## config.mk

```make
export PLATFORM = sky130hd
export DESIGN_NAME = ccad_ctrl
export DESIGN_NICKNAME = d
export VERILOG_FILES = /design/src/hw/rtl/ccad_pkg.sv /design/src/hw/rtl/ccad_ctrl.sv
export VERILOG_INCLUDE_DIRS = /design/src /design/src/hw/rtl
export SDC_FILE = /design/constraint.sdc
export NUM_CORES = 1
export LEC_CHECK = 0
export BUFFER_PORTS_ARGS = -buffer_cell sky130_fd_sc_hd__buf_2
export CAP_MARGIN = 20
export CORE_AREA = 2 2 39 41
export DETAILED_ROUTE_END_ITERATION = 7
export DIE_AREA = 0 0 41 43
export PLACE_DENSITY = 0.61
export SYNTH_ARGS = -nofsm -noshare
export SYNTH_HDL_FRONTEND = slang
export SYNTH_SLANG_ARGS = --single-unit
```

## constraint.sdc

```tcl
create_clock -name i_clk -period 1.7 [get_ports i_clk]
set_input_delay 0.17 -clock i_clk [delete_from_list [all_inputs] [get_ports i_clk]]
set_output_delay 0.17 -clock i_clk [all_outputs]
set_load 0.05 [all_outputs]
```

## src/hw/rtl/center_crop_area_downscale_assert.svh

```systemverilog
// Assertion macros shared by the center crop area downscaler RTL.
// Needs no other file; the including module supplies clock and reset names.
`ifndef CENTER_CROP_AREA_DOWNSCALE_ASSERT_SVH
`define CENTER_CROP_AREA_DOWNSCALE_ASSERT_SVH

// The consequent must hold in the same cycle as the antecedent.
`define CCAD_ASSERT_NOW(label, clk, rst_n, ante, cons, msg) \
    label: assert property (@(posedge clk) disable iff (!(rst_n)) (ante) |-> (cons)) \
        else $error(msg);

// The consequent must hold in the cycle after the antecedent.
`define CCAD_ASSERT_NEXT(label, clk, rst_n, ante, cons, msg) \
    label: assert property (@(posedge clk) disable iff (!(rst_n)) (ante) |=> (cons)) \
        else $error(msg);

`endif

```

## src/hw/rtl/ccad_pkg.sv

```systemverilog
// Shared constants, types and command structs of the center crop area downscaler.
// Depends on nothing; used by the controller, the datapath and the top level.
`timescale 1ns / 1ps

package ccad_pkg;

    localparam int OUT_SIDE        = 96;
    localparam int MAX_SOURCE_SIDE = 2048;
    localparam int CH_W            = 8;
    localparam int CFG_W           = 12;
    localparam int CFG_IDX_W       = 1;

    localparam int SIDE_W  = $clog2(MAX_SOURCE_SIDE + 1);
    localparam int POS_W   = $clog2(MAX_SOURCE_SIDE);
    localparam int GRID_W  = $clog2(OUT_SIDE);
    localparam int QUO_W   = $clog2(MAX_SOURCE_SIDE / OUT_SIDE + 1);
    localparam int REM_W   = $clog2(OUT_SIDE);
    localparam int BLK_MAX = MAX_SOURCE_SIDE / OUT_SIDE + 1;
    localparam int BLK_W   = $clog2(BLK_MAX + 1);
    localparam int CNT_W   = $clog2(BLK_MAX * BLK_MAX + 1);
    localparam int SUM_W   = $clog2(BLK_MAX * BLK_MAX * ((1 << CH_W) - 1) + 1);
    localparam int DIV_W   = CNT_W + CH_W;
    localparam int BIT_W   = $clog2(CH_W);

    localparam int RCP_SH  = SIDE_W + REM_W;
    localparam int RCP     = (1 << RCP_SH) / OUT_SIDE;
    localparam int RCP_W   = $clog2(RCP + 1);
    localparam int PROD_W  = SIDE_W + RCP_W;

    localparam int IN_DATA_W    = 3 * CH_W;
    localparam int OUT_FIELDS_W = 3 * CH_W + 2 * GRID_W;
    localparam int OUT_DATA_W   = ((OUT_FIELDS_W + 7) / 8) * 8;
    localparam int OUT_PAD_W    = OUT_DATA_W - OUT_FIELDS_W;

    typedef logic [2:0][SUM_W-1:0] t_sum_rgb;
    typedef logic [2:0][CH_W-1:0]  t_pix_rgb;

    typedef enum logic [CFG_IDX_W-1:0] {
        CFG_WIDTH  = 1'b0,
        CFG_HEIGHT = 1'b1
    } t_cfg_reg;

    typedef enum logic [2:0] {
        ST_GEOM,
        ST_INIT,
        ST_IDLE,
        ST_MUL,
        ST_DIV,
        ST_FIN
    } t_state;

    typedef struct packed {
        logic             geom;
        logic             init;
        logic             step;
        logic             mul;
        logic             div_step;
        logic [BIT_W-1:0] div_bit;
        logic             load_out;
    } t_dp_cmd;

    typedef struct packed {
        logic emit;
    } t_dp_status;

endpackage

```

## src/hw/rtl/ccad_ctrl.sv

```systemverilog
// Controller state machine of the center crop area downscaler.
// Depends on ccad_pkg and the assertion macro header.
`timescale 1ns / 1ps
`include "center_crop_area_downscale_assert.svh"

module ccad_ctrl (
    input  logic                 i_clk,
    input  logic                 i_rst_n,
    input  logic                 i_cfg_we,
    input  logic                 i_s_tvalid,
    output logic                 o_s_tready,
    output logic                 o_m_tvalid,
    input  logic                 i_m_tready,
    input  ccad_pkg::t_dp_status i_status,
    output ccad_pkg::t_dp_cmd    o_cmd
);
    import ccad_pkg::*;

    t_state           r_state;
    t_state           n_state;
    logic [BIT_W-1:0] r_bit;
    logic [BIT_W-1:0] n_bit;
    logic             r_out_valid;
    logic             n_out_valid;

    always_ff @(posedge i_clk) begin
        if (!i_rst_n) begin
            r_state     <= ST_GEOM;
            r_bit       <= '0;
            r_out_valid <= 1'b0;
        end else begin
            r_state     <= n_state;
            r_bit       <= n_bit;
            r_out_valid <= n_out_valid;
        end
    end

    always_comb begin
        n_state     = r_state;
        n_bit       = r_bit;
        n_out_valid = r_out_valid && !i_m_tready;
        o_cmd       = '0;
        o_s_tready  = 1'b0;
        unique case (r_state)
            ST_GEOM: begin
                o_cmd.geom = 1'b1;
                n_state    = ST_INIT;
            end
            ST_INIT: begin
                o_cmd.init = 1'b1;
                n_state    = ST_IDLE;
            end
            ST_IDLE: begin
                o_s_tready = !i_cfg_we;
                if (i_s_tvalid && !i_cfg_we) begin
                    o_cmd.step = 1'b1;
                    if (i_status.emit) begin
                        n_state = ST_MUL;
                    end
                end
            end
            ST_MUL: begin
                o_cmd.mul = 1'b1;
                n_bit     = BIT_W'(CH_W - 1);
                n_state   = ST_DIV;
            end
            ST_DIV: begin
                o_cmd.div_step = 1'b1;
                o_cmd.div_bit  = r_bit;
                if (r_bit == '0) begin
                    n_state = ST_FIN;
                end else begin
                    n_bit = r_bit - 1'b1;
                end
            end
            ST_FIN: begin
                if (!r_out_valid || i_m_tready) begin
                    o_cmd.load_out = 1'b1;
                    n_out_valid    = 1'b1;
                    n_state        = ST_IDLE;
                end
            end
            default: begin
                n_state = ST_GEOM;
            end
        endcase
        if (i_cfg_we) begin
            n_state = ST_GEOM;
        end
    end

    assign o_m_tvalid = r_out_valid;

    `CCAD_ASSERT_NEXT(a_emit_starts_div, i_clk, i_rst_n, o_cmd.step && i_status.emit, r_state == ST_MUL, "Block-completing transfer did not start the divide.")
    `CCAD_ASSERT_NOW(a_load_into_free, i_clk, i_rst_n, o_cmd.load_out, !r_out_valid || i_m_tready, "Output register overwritten before transfer.")
    `CCAD_ASSERT_NEXT(a_div_ends, i_clk, i_rst_n, r_state == ST_DIV && r_bit == '0 && !i_cfg_we, r_state == ST_FIN, "Divide did not end after the last quotient bit.")

endmodule

```

==> results of run 1 <==
## how the worst max path moves through the flow
stage	startpoint	to	slack, ns	cells after the start
after global placement	r_state[0]	o_cmd[3]	0.28	3
final	r_state[1]	o_cmd[6]	0.08	3
after detailed placement	r_state[0]	o_cmd[3]	0.26	3
after floorplan	r_state[0]	o_cmd[6]	0.01	3
after CTS	r_state[0]	o_cmd[5]	0.05	2
after global routing	r_state[1]	o_cmd[6]	0.03	3
## stage by stage
step	setup WS, ns	hold WS [ns]	util [%]
after CTS	0.04615	0.1901	43.22
after floorplan	0.01380	0.2979	-
after detailed placement	0.2566	0.4596	40.24
after global routing	0.03407	0.1963	43.31
after global placement	0.2794	0.4578	40.24
final	0.07834	0.1918	43.31
## layout by cell type (no fill, tap or decap), drive strengths merged
master	count
nand2	2
clkbuf	4
nor3b	1
nor3	2
o31a	1
nor4b	1
a211o	3
and3b	1
nand3	3
and3	3
a21oi	4
buf	19
nor2	3
nor2b	3
a21boi	1
o21ai	1
dfxtp	7
nand2b	2
a221o	1
and2	4
ha	2
inv	4
nand4bb	1
## metal layers
metal | vias to the layer above | global-route usage (%) | share of wire, %
li1 | 225 | - | -
met1 | 202 | 14.61 | 48
met2 | 9 | 18.75 | 48
met3 | 2 | 3.141 | 3.3
met4 | 0 | 8.000 | 0.82
met5 | - | 0 | 0
## critical path, cell delays in order, from the launching register on
cell	delay (ns)
sky130_fd_sc_hd__dfxtp_1	0.53
sky130_fd_sc_hd__nor4b_4	0.26
sky130_fd_sc_hd__and2_2	0.16
sky130_fd_sc_hd__buf_2	0.25
## layout make-up
class | count | area [um2]
flip-flops and latches | 7 | 141.4
multi-input cells | 39 | 294.0
fillers | 144 | 784.5
inverters | 4 | 15.01
well taps | 16 | 20.02
clock buffers | 4 | 26.28
repair buffers | 19 | 102.6
## state kept, by name, summed over array words and instances, names as in the netlist
name / flops
r_bit: 3
r_state: 3
o_m_tvalid: 1
## where the power goes
group / leakage, nW / switching (mW) / internal (mW)
clock: 0.0150 / 0.0621 / 0.0896
sequential: 0.0570 / 0.00830 / 0.168
combinational: 0.230 / 0.0307 / 0.0180
total: 0.302 / 0.101 / 0.275
## kinds of logic after synthesis
logic type	synth area share (%)
and+or+nand+nor	35.95
AOI/OAI and AO/OA	16.76
buffers and inverters	11.62
DFF	30.27
adders and majority gates	5.405
## timing repair
item / 4_1_cts / 5_1_grt
resized for setup: 0 / 1
setup endpoints to repair: 3 / 1
buffers inserted: 2 / 0
pin swaps: 1 / 0
==> impl_metrics.xml, run 1 <==
<?xml version="1.0" encoding="UTF-8"?>
<metrics>
  <group name="clock_tree">
    <metric name="htree_num_levels" unit="">1</metric>
    <metric name="clockRootBuffer" unit="">sky130_fd_sc_hd__clkbuf_4</metric>
    <metric name="worst_setup_hold_path_clk_slew" unit="ns">0.05</metric>
    <metric name="clock_path_buffers" unit="">2</metric>
    <metric name="numClockSinks" unit="">7</metric>
    <metric name="cts_hold_buf" unit="">0</metric>
    <metric name="tritoncts" unit="">yes</metric>
    <metric name="worst_skew_pair.late_latency" unit="ns">0.25</metric>
    <metric name="tritoncts.num_buffers" unit="">3</metric>
  </group>
  <group name="setup_path">
    <metric name="worst-endpoint-arrival" unit="ns">1.45</metric>
    <metric name="worst_setup_path_end_kind" unit="">output port</metric>
    <metric name="worst-r2r-cell-count" unit="">4</metric>
    <metric name="critical_path.reg2reg.endpoint" unit="">r_bit[2]</metric>
    <metric name="setup.worst_path.start_class" unit="">flip-flop</metric>
    <metric name="r2r_slack" unit="ns">0.40</metric>
    <metric name="worst-path-max-fanout" unit="">9</metric>
    <metric name="regToRegStartpoint" unit="">r_state[1]</metric>
    <metric name="timing_worst_setup_path_type" unit="">flip-flop to output port</metric>
    <metric name="cp_data_required_time" unit="ns">1.53</metric>
  </group>
  <group name="logic_synthesis">
    <metric name="synthesis.area" unit="um2">462.9</metric>
    <metric name="postSynthNetCount" unit="">62</metric>
    <metric name="synth_edf_count" unit="">0</metric>
    <metric name="synthesis_warning_total" unit="">0</metric>
    <metric name="synth_sequential_area_ratio" unit="%">30.27</metric>
    <metric name="ys_dominant_reg_cell" unit="">sky130_fd_sc_hd__dfxtp_1</metric>
    <metric name="netlist-cell-type-count" unit="">23</metric>
    <metric name="synthMostInstantiatedCell" unit="">sky130_fd_sc_hd__dfxtp_1</metric>
    <metric name="async_reset_ff_share" unit="%">0</metric>
    <metric name="synth_area_leaders" unit="">sky130_fd_sc_hd__dfxtp_1 (30%), sky130_fd_sc_hd__buf_6 (7.3%), sky130_fd_sc_hd__a211o_1 (5.7%), sky130_fd_sc_hd__and2_1 (5.4%), sky130_fd_sc_hd__ha_1 (5.4%)</metric>
    <metric name="synth_cells" unit="">54</metric>
    <metric name="synthDominantCellAreaShare" unit="%">30.27</metric>
    <metric name="synthDominantAreaCellType" unit="">sky130_fd_sc_hd__dfxtp_1</metric>
    <metric name="avgSynthCellArea" unit="um2">8.573</metric>
    <metric name="top_post_synthesis_cells_by_count" unit="">sky130_fd_sc_hd__dfxtp_1 (7), sky130_fd_sc_hd__a21oi_1 (4), sky130_fd_sc_hd__and2_1 (4), sky130_fd_sc_hd__inv_1 (4)</metric>
    <metric name="yosys_register_bits" unit="">7</metric>
  </group>
  <group name="routing">
    <metric name="detail_route.drc_violations" unit="">0</metric>
    <metric name="drt_iter0_markers" unit="">7</metric>
    <metric name="vias" unit="">438</metric>
    <metric name="drt_first_pass_iters" unit="">4</metric>
    <metric name="totalWireLength" unit="um">972</metric>
    <metric name="postRouteAntennaNets" unit="">0</metric>
    <metric name="post_drt_wl_per_cell" unit="um">10.92</metric>
    <metric name="via_per_inst" unit="">4.921</metric>
  </group>
  <group name="placement">
    <metric name="place.gp.congestion" unit="">0.6769</metric>
    <metric name="post-place-cells" unit="">83</metric>
    <metric name="port_buffers" unit="">16</metric>
    <metric name="detailed_place_hpwl" unit="um">685.2</metric>
    <metric name="placed_cell_area" unit="um2">556.8</metric>
  </group>
  <group name="grt">
    <metric name="largest_net_degree_at_the_start_of_global_routing" unit="">11</metric>
    <metric name="gr-usage-all-layers" unit="%">12.39</metric>
    <metric name="grt_overflow_total" unit="">0</metric>
    <metric name="first_global_vias" unit="">370</metric>
    <metric name="grt_first_pass_wirelength" unit="um">1462</metric>
    <metric name="grt_antenna_before_repair" unit="">0</metric>
  </group>
  <group name="final_layout">
    <metric name="drive_gt1_share" unit="%">41.10</metric>
    <metric name="antenna_cells_inserted" unit="">0</metric>
    <metric name="final_net_count" unit="">82</metric>
    <metric name="stdcell_count" unit="">89</metric>
    <metric name="post_synthesis_to_final_layout_area_growth" unit="%">29.46</metric>
    <metric name="final_cell_area" unit="um2">599.3</metric>
  </group>
  <group name="sta">
    <metric name="endpoints_failing_hold" unit="">0</metric>
    <metric name="timing.final.max_slew_violations" unit="">0</metric>
    <metric name="clock_skew" unit="ns">0.002828</metric>
    <metric name="timing.final.crit_period" unit="ns">1.622</metric>
    <metric name="unrepaired_setup_endpoints_after_global_routing" unit="">false</metric>
    <metric name="setup_violations" unit="">0</metric>
    <metric name="slew_headroom" unit="%">76.47</metric>
    <metric name="worst-slew-pin-transition" unit="ns">0.3525</metric>
    <metric name="final_min_period_over_clock_period" unit="%">95.39</metric>
    <metric name="timing.fmax" unit="MHz">616.7</metric>
    <metric name="final.setup.tns" unit="ns">0</metric>
  </group>
  <group name="floorplan">
    <metric name="std_cell_rows" unit="">14</metric>
    <metric name="die_width" unit="um">41</metric>
    <metric name="design.core.area" unit="mm2">0.001384</metric>
    <metric name="die-area" unit="mm2">0.001763</metric>
    <metric name="ios" unit="">17</metric>
    <metric name="die-height" unit="um">43</metric>
    <metric name="starting_utilization_of_the_core_area" unit="%">33.45</metric>
  </group>
  <group name="pwr">
    <metric name="vdd_ir_drop_max" unit="V">0.0002637</metric>
    <metric name="p_leak" unit="nW">0.3020</metric>
    <metric name="cellPowerDensity" unit="mW/mm2">628.4</metric>
    <metric name="design_power_total" unit="mW">0.3766</metric>
  </group>
  <group name="outcome">
    <metric name="outcome" unit="">completed</metric>
  </group>
  <group name="hold_path">
    <metric name="hold_path_cell_cnt" unit="">2</metric>
    <metric name="worstHoldStart" unit="">i_rst_n</metric>
    <metric name="hold_class" unit="">input port to flip-flop</metric>
    <metric name="hold_path_end" unit="">r_bit[2]</metric>
  </group>
  <group name="job">
    <metric name="max-cap-violations" unit="">0</metric>
  </group>
</metrics>
(Power assumes the default switching activity.)
==> run 2: changes to the inputs <==
--- a/config.mk
+++ b/config.mk
@@ -6,9 +6,10 @@
 export SDC_FILE = /design/constraint.sdc
 export NUM_CORES = 1
 export LEC_CHECK = 0
-export BUFFER_PORTS_ARGS = -buffer_cell sky130_fd_sc_hd__buf_2
+export BUFFER_PORTS_ARGS = -buffer_cell sky130_fd_sc_hd__buf_4
 export CAP_MARGIN = 20
 export CORE_AREA = 2 2 39 41
+export CTS_CLUSTER_SIZE = 20
 export DETAILED_ROUTE_END_ITERATION = 7
 export DIE_AREA = 0 0 41 43
 export PLACE_DENSITY = 0.61
==> run 2 against run 1 <==
Effect of this change:
- combinational power rose by 14%
- clock power barely moved
- global-route usage rose by 2.2 points
- critical path type unchanged
- die area did not move
- routed wire length rose by 5.3%
- via count rose by 4.8%
- sequential share of layout area fell by 1.9 points
- sequential power barely moved
==> impl_metrics.xml, run 2 (synthesized netlist as in run 1, its figures left out) <==
<?xml version="1.0" encoding="UTF-8"?>
<metrics>
  <group name="outcome">
    <metric name="outcome" unit="">completed</metric>
  </group>
  <group name="pwr">
    <metric name="sequentialPowerShare" unit="%">46.1</metric>
    <metric name="power.net_switching" unit="mW">0.09995</metric>
    <metric name="cellPowerDensity" unit="mW/mm2">590.2</metric>
    <metric name="vdd_ir_drop_max" unit="V">0.0002830</metric>
    <metric name="p_sw_share" unit="%">26.23</metric>
    <metric name="cell_internal_pwr" unit="mW">0.2811</metric>
    <metric name="design_power_total" unit="mW">0.3810</metric>
    <metric name="p_leak" unit="nW">0.3120</metric>
    <metric name="power_frac_clock" unit="%">39.3</metric>
    <metric name="comb_power_share" unit="%">14.6</metric>
  </group>
  <group name="sta">
    <metric name="setup_violations" unit="">0</metric>
    <metric name="timing.fmax" unit="MHz">620.9</metric>
    <metric name="worst-slew-pin-transition" unit="ns">0.4171</metric>
    <metric name="unrepaired_setup_endpoints_after_global_routing" unit="">false</metric>
    <metric name="timing.final.crit_period" unit="ns">1.611</metric>
    <metric name="timing.final.max_slew_violations" unit="">0</metric>
    <metric name="final_min_period_over_clock_period" unit="%">94.75</metric>
    <metric name="clock_skew" unit="ns">0.0007067</metric>
    <metric name="endpoints_failing_hold" unit="">0</metric>
    <metric name="final.setup.tns" unit="ns">0</metric>
    <metric name="slew_headroom" unit="%">72.16</metric>
  </group>
  <group name="grt">
    <metric name="largest_net_degree_at_the_start_of_global_routing" unit="">11</metric>
    <metric name="grt_antenna_before_repair" unit="">0</metric>
    <metric name="first_global_vias" unit="">411</metric>
    <metric name="grt_first_pass_wirelength" unit="um">1773</metric>
    <metric name="grt_overflow_total" unit="">0</metric>
    <metric name="gr-usage-all-layers" unit="%">14.59</metric>
  </group>
  <group name="final_layout">
    <metric name="final_cell_area" unit="um2">645.6</metric>
    <metric name="final_net_count" unit="">83</metric>
    <metric name="drive_gt1_share" unit="%">40.54</metric>
    <metric name="layout_commonest_cell" unit="">sky130_fd_sc_hd__buf_4</metric>
    <metric name="most-common-layout-cells" unit="">sky130_fd_sc_hd__buf_4 (20), sky130_fd_sc_hd__dfxtp_1 (7), sky130_fd_sc_hd__inv_1 (4), sky130_fd_sc_hd__and2_2 (4), sky130_fd_sc_hd__a21oi_1 (4)</metric>
    <metric name="antenna_cells_inserted" unit="">0</metric>
    <metric name="post_synthesis_to_final_layout_area_growth" unit="%">39.46</metric>
  </group>
  <group name="routing">
    <metric name="postRouteAntennaNets" unit="">0</metric>
    <metric name="vias" unit="">459</metric>
    <metric name="post_drt_wl_per_cell" unit="um">11.38</metric>
    <metric name="detail_route.drc_violations" unit="">0</metric>
    <metric name="drt_iter0_markers" unit="">4</metric>
    <metric name="totalWireLength" unit="um">1024</metric>
    <metric name="via_per_inst" unit="">5.100</metric>
    <metric name="drt_first_pass_iters" unit="">4</metric>
  </group>
  <group name="hold_path">
    <metric name="hold_class" unit="">input port to flip-flop</metric>
  </group>
  <group name="clock_tree">
    <metric name="tritoncts.num_buffers" unit="">3</metric>
    <metric name="htree_num_levels" unit="">1</metric>
    <metric name="clock_path_buffers" unit="">2</metric>
    <metric name="worst_setup_hold_path_clk_slew" unit="ns">0.05</metric>
    <metric name="numClockSinks" unit="">7</metric>
    <metric name="cts_repair_resizes" unit="">0</metric>
    <metric name="worst_skew_pair.late_latency" unit="ns">0.25</metric>
    <metric name="clockRootBuffer" unit="">sky130_fd_sc_hd__clkbuf_4</metric>
    <metric name="tritoncts" unit="">yes</metric>
  </group>
  <group name="floorplan">
    <metric name="starting_utilization_of_the_core_area" unit="%">33.45</metric>
    <metric name="ios" unit="">17</metric>
    <metric name="die_width" unit="um">41</metric>
    <metric name="die-height" unit="um">43</metric>
    <metric name="die-area" unit="mm2">0.001763</metric>
    <metric name="std_cell_rows" unit="">14</metric>
    <metric name="design.core.area" unit="mm2">0.001384</metric>
  </group>
  <group name="setup_path">
    <metric name="cp_data_required_time" unit="ns">1.53</metric>
    <metric name="timing_worst_setup_path_type" unit="">flip-flop to output port</metric>
    <metric name="setup.worst_path.start_class" unit="">flip-flop</metric>
    <metric name="r2r_slack" unit="ns">0.34</metric>
    <metric name="worst-endpoint-arrival" unit="ns">1.44</metric>
    <metric name="worst-path-max-fanout" unit="">10</metric>
    <metric name="worst_setup_path_end_kind" unit="">output port</metric>
  </group>
  <group name="placement">
    <metric name="placed_cell_area" unit="um2">604.3</metric>
    <metric name="port_buffers" unit="">16</metric>
    <metric name="place.gp.congestion" unit="">0.7663</metric>
    <metric name="detailed_place_hpwl" unit="um">753.4</metric>
  </group>
  <group name="job">
    <metric name="max-cap-violations" unit="">0</metric>
  </group>
</metrics>
==> run 2: cell types whose count changed in the layout (fill, tap and decap cells not counted) <==
| cell | previous run | this run |
|---|---|---|
| sky130_fd_sc_hd__buf_4 | 3 | 20 |
| sky130_fd_sc_hd__dfxtp_1 | 6 | 7 |
| sky130_fd_sc_hd__dfxtp_2 | 1 | 0 |
| sky130_fd_sc_hd__buf_2 | 16 | 0 |
==> run 2: layout make-up <==
| type | instances | area (um2) |
|---|---|---|
| Sequential cell | 7 | 140.1 |
| Inverter | 4 | 15.01 |
| Multi-Input combinational cell | 39 | 294.0 |
| Tap cell | 16 | 20.02 |
| Fill cell | 154 | 738.2 |
| Timing Repair Buffer | 20 | 150.1 |
| Clock buffer | 4 | 26.28 |
==> run 2: repair_timing <==
action	4_1_cts	5_1_grt
endpoints found under the hold margin	0	0
hold buffers	0	0
setup buffers	0	2
setup endpoints to repair	0	3
==> run 2: power by group through the flow <==
| stage | sequential [mW] | clock, mW | combinational (mW) |
|---|---|---|---|
| after floorplan | 0.172 | 0 | 0.0444 |
| after global placement | 0.179 | 0 | 0.0553 |
| after detailed placement | 0.179 | 0 | 0.0556 |
| after CTS | 0.175 | 0.156 | 0.0558 |
| after global routing | 0.176 | 0.170 | 0.0604 |
| final | 0.176 | 0.150 | 0.0556 |
==> run 2: final timing paths <==
path	from	endpoint	cells past startpoint
worst min register to register	r_bit[0]	r_bit[0]	2
worst min-delay path	i_rst_n	r_bit[2]	2
worst max register to register	r_state[0]	r_bit[0]	4
worst max-delay path	r_state[0]	o_cmd[2]	3
==> run 2: per-stage QoR <==
| step | util (%) | instances | hold slack [ns] | setup slack (ns) |
|---|---|---|---|---|
| after floorplan | - | 54 | 0.2979 | 0.01380 |
| after global placement | 43.67 | 84 | 0.4361 | 0.3592 |
| after detailed placement | 43.67 | 84 | 0.4354 | 0.3395 |
| after CTS | 45.57 | 88 | 0.1735 | 0.05706 |
| after global routing | 46.65 | 90 | 0.1777 | 0.02466 |
| final | 46.65 | 90 | 0.1789 | 0.08933 |
==> run 2: worst max-delay path, stage by stage, from the launching register on <==
cell                      delay [ns]
sky130_fd_sc_hd__dfxtp_1        0.43
sky130_fd_sc_hd__nor3b_4        0.38
sky130_fd_sc_hd__and2_2         0.20
sky130_fd_sc_hd__buf_4          0.19
==> run 2: per-layer routing <==
metal / wire length [um] / share of wire [%] / vias to the layer above / track usage, %
met5: 0 / 0 / - / 0
met4: 8 / 0.78 / 0 / 8.000
met3: 42 / 4.1 / 2 / 3.141
met2: 523 / 51 / 11 / 23.75
met1: 450 / 44 / 218 / 16.50
li1: - / - / 228 / -
==> run 3: changes to the inputs <==
--- a/config.mk
+++ b/config.mk
@@ -9,10 +9,12 @@
 export BUFFER_PORTS_ARGS = -buffer_cell sky130_fd_sc_hd__buf_4
 export CAP_MARGIN = 20
 export CORE_AREA = 2 2 39 41
+export CTS_BUF_LIST = sky130_fd_sc_hd__clkbuf_8
 export CTS_CLUSTER_SIZE = 20
 export DETAILED_ROUTE_END_ITERATION = 7
 export DIE_AREA = 0 0 41 43
-export PLACE_DENSITY = 0.61
+export PLACE_DENSITY = 0.66
+export SKIP_CTS_REPAIR_TIMING = 1
 export SYNTH_ARGS = -nofsm -noshare
 export SYNTH_HDL_FRONTEND = slang
 export SYNTH_SLANG_ARGS = --single-unit
==> run 3 against run 2 <==
Effect of this change:
- largest power group is now clock
- largest cell class unchanged
- routed wire length decreased by 1.8%
- die area unchanged
- sequential power about the same
- non-clock buffer count increased by 1
- first-iteration DRC count increased by 75%
- global-route usage decreased by 1.2 points
- sequential share of layout area decreased by 0.85 points
- clock-buffer cell count decreased by 1
- via count decreased by 1.3%
- highest routed layer unchanged
- fmax increased by 2.8%
- register-to-register slack got worse by 0.11 ns
- hold slack improved by 0.025 ns
==> impl_metrics.xml, run 3 (synthesized netlist as in run 1, its figures left out) <==
<?xml version="1.0" encoding="UTF-8"?>
<metrics>
  <group name="outcome">
    <metric name="outcome" unit="">completed</metric>
  </group>
  <group name="grt">
    <metric name="grt_first_pass_wirelength" unit="um">1649</metric>
    <metric name="gr-usage-all-layers" unit="%">13.37</metric>
    <metric name="largest_net_degree_at_the_start_of_global_routing" unit="">11</metric>
    <metric name="grt_overflow_total" unit="">0</metric>
    <metric name="first_global_vias" unit="">400</metric>
    <metric name="grt_antenna_before_repair" unit="">0</metric>
  </group>
  <group name="sta">
    <metric name="final.setup.worst_slack" unit="ns">0.1327</metric>
    <metric name="final.setup.tns" unit="ns">0</metric>
    <metric name="timing.final.max_slew_violations" unit="">0</metric>
    <metric name="setup_violations" unit="">0</metric>
    <metric name="timing.fmax" unit="MHz">638.0</metric>
    <metric name="timing.final.crit_period" unit="ns">1.567</metric>
    <metric name="slew_headroom" unit="%">71.96</metric>
    <metric name="clock_skew" unit="ns">0.003586</metric>
    <metric name="unrepaired_setup_endpoints_after_global_routing" unit="">false</metric>
    <metric name="worst-slew-pin-transition" unit="ns">0.4200</metric>
    <metric name="final_min_period_over_clock_period" unit="%">92.20</metric>
    <metric name="endpoints_failing_hold" unit="">0</metric>
  </group>
  <group name="routing">
    <metric name="drt_first_pass_iters" unit="">2</metric>
    <metric name="vias" unit="">453</metric>
    <metric name="post_drt_wl_per_cell" unit="um">11.05</metric>
    <metric name="via_per_inst" unit="">4.978</metric>
    <metric name="detail_route.drc_violations" unit="">0</metric>
    <metric name="drt_iter0_markers" unit="">7</metric>
    <metric name="totalWireLength" unit="um">1006</metric>
    <metric name="postRouteAntennaNets" unit="">0</metric>
  </group>
  <group name="floorplan">
    <metric name="ios" unit="">17</metric>
    <metric name="std_cell_rows" unit="">14</metric>
    <metric name="die-area" unit="mm2">0.001763</metric>
    <metric name="die_width" unit="um">41</metric>
    <metric name="die-height" unit="um">43</metric>
    <metric name="starting_utilization_of_the_core_area" unit="%">33.45</metric>
    <metric name="design.core.area" unit="mm2">0.001384</metric>
  </group>
  <group name="pwr">
    <metric name="p_leak" unit="nW">0.3293</metric>
    <metric name="p_sw_share" unit="%">23.71</metric>
    <metric name="power_frac_clock" unit="%">49.2</metric>
    <metric name="cellPowerDensity" unit="mW/mm2">679.3</metric>
    <metric name="vdd_ir_drop_max" unit="V">0.0003488</metric>
    <metric name="comb_power_share" unit="%">12.2</metric>
    <metric name="power.net_switching" unit="mW">0.1082</metric>
    <metric name="cell_internal_pwr" unit="mW">0.3482</metric>
    <metric name="sequentialPowerShare" unit="%">38.6</metric>
  </group>
  <group name="hold_path">
    <metric name="hold_class" unit="">input port to flip-flop</metric>
  </group>
  <group name="setup_path">
    <metric name="critPathSlowestCell" unit="">sky130_fd_sc_hd__dfxtp_1</metric>
    <metric name="worst_setup_path_end_kind" unit="">output port</metric>
    <metric name="worst-path-max-fanout" unit="">9</metric>
    <metric name="path_cells" unit="">nor4b_4, and2_2, buf_4</metric>
    <metric name="critical_path.max_stage_delay" unit="ns">0.54</metric>
    <metric name="setup.worst_path.start_class" unit="">flip-flop</metric>
    <metric name="timing_worst_setup_path_type" unit="">flip-flop to output port</metric>
    <metric name="worst-endpoint-arrival" unit="ns">1.40</metric>
    <metric name="cp_data_required_time" unit="ns">1.53</metric>
  </group>
  <group name="final_layout">
    <metric name="final_cell_area" unit="um2">671.9</metric>
    <metric name="final_net_count" unit="">84</metric>
    <metric name="most-common-layout-cells" unit="">sky130_fd_sc_hd__buf_4 (21), sky130_fd_sc_hd__dfxtp_1 (7), sky130_fd_sc_hd__inv_1 (5)</metric>
    <metric name="antenna_cells_inserted" unit="">0</metric>
    <metric name="post_synthesis_to_final_layout_area_growth" unit="%">45.14</metric>
    <metric name="layout_commonest_cell" unit="">sky130_fd_sc_hd__buf_4</metric>
    <metric name="drive_gt1_share" unit="%">41.33</metric>
    <metric name="final_util" unit="%">48.55</metric>
  </group>
  <group name="placement">
    <metric name="port_buffers" unit="">16</metric>
    <metric name="placed_cell_area" unit="um2">604.3</metric>
    <metric name="preCtsSetupSlack" unit="ns">0.3307</metric>
    <metric name="detailed_place_hpwl" unit="um">731.9</metric>
    <metric name="place.gp.congestion" unit="">0.7287</metric>
  </group>
  <group name="clock_tree">
    <metric name="numClockSinks" unit="">7</metric>
    <metric name="tritoncts" unit="">yes</metric>
    <metric name="clock_path_buffers" unit="">2</metric>
    <metric name="htree_num_levels" unit="">1</metric>
    <metric name="worst_skew_pair.late_latency" unit="ns">0.22</metric>
    <metric name="clockRootBuffer" unit="">sky130_fd_sc_hd__clkbuf_8</metric>
    <metric name="worst_setup_hold_path_clk_slew" unit="ns">0.04</metric>
    <metric name="tritoncts.num_buffers" unit="">3</metric>
  </group>
  <group name="job">
    <metric name="max-cap-violations" unit="">0</metric>
  </group>
</metrics>
-- run 3: cell types whose count changed in the layout (fill, tap and decap cells not counted) --
| cell | delta |
|---|---|
| sky130_fd_sc_hd__clkbuf_8 | +3 |
| sky130_fd_sc_hd__buf_4 | +1 |
| sky130_fd_sc_hd__clkbuf_1 | -1 |
| sky130_fd_sc_hd__inv_1 | +1 |
| sky130_fd_sc_hd__clkbuf_4 | -3 |
-- run 3: final timing paths --
path                                 start          to  slack [ns]  cells past startpoint
worst min register to register    r_bit[0]    r_bit[0]        0.58                      2
worst max-delay path            r_state[1]    o_cmd[6]        0.13                      3
worst max register to register  r_state[0]    r_bit[0]        0.23                      5
worst min-delay path               i_rst_n  o_m_tvalid        0.20                      2
-- run 3: stage by stage --
| stage | hold WS [ns] | total power, mW | std cells |
|---|---|---|---|
| 4_1_cts | 0.2013 | 0.4657 | 88 |
| 3_3_place_gp | 0.4375 | 0.2337 | 84 |
| 6_report | 0.2043 | 0.4564 | 91 |
| 5_1_grt | 0.2126 | 0.4760 | 91 |
| 3_5_place_dp | 0.4382 | 0.2343 | 84 |
| 2_1_floorplan | 0.2979 | 0.2168 | 54 |
-- run 3: critical path, delay by kind of cell, from the launching register on --
kind / cells / cell delay (ns)
simple gates: 2 / 0.45
flops: 1 / 0.54
buf+inv: 1 / 0.18
-- run 3: layer usage --
| metal | GRT usage, % | vias up | part of all wire (%) |
|---|---|---|---|
| li1 | - | 231 | - |
| met1 | 18.06 | 212 | 45 |
| met2 | 19.06 | 8 | 49 |
| met3 | 3.665 | 2 | 5.1 |
| met4 | 6.000 | 0 | 0.99 |
| met5 | 0 | - | 0 |
-- run 3: power groups by stage --
stage | Clock (mW) | Sequential, mW | Combinational, mW
after floorplan | 0 | 0.172 | 0.0444
after global placement | 0 | 0.179 | 0.0550
after detailed placement | 0 | 0.179 | 0.0555
after CTS | 0.234 | 0.176 | 0.0557
after global routing | 0.239 | 0.177 | 0.0603
final | 0.225 | 0.176 | 0.0555
-- run 3: area by class of cell --
class,instances,area [um2]
Clock buffer,3,41.29
Multi-Input combinational cell,39,294.0
Timing Repair Buffer,21,157.7
Clock inverter,1,3.754
Fill cell,146,711.9
Sequential cell,7,140.1
Inverter,4,15.01
Tap cell,16,20.02
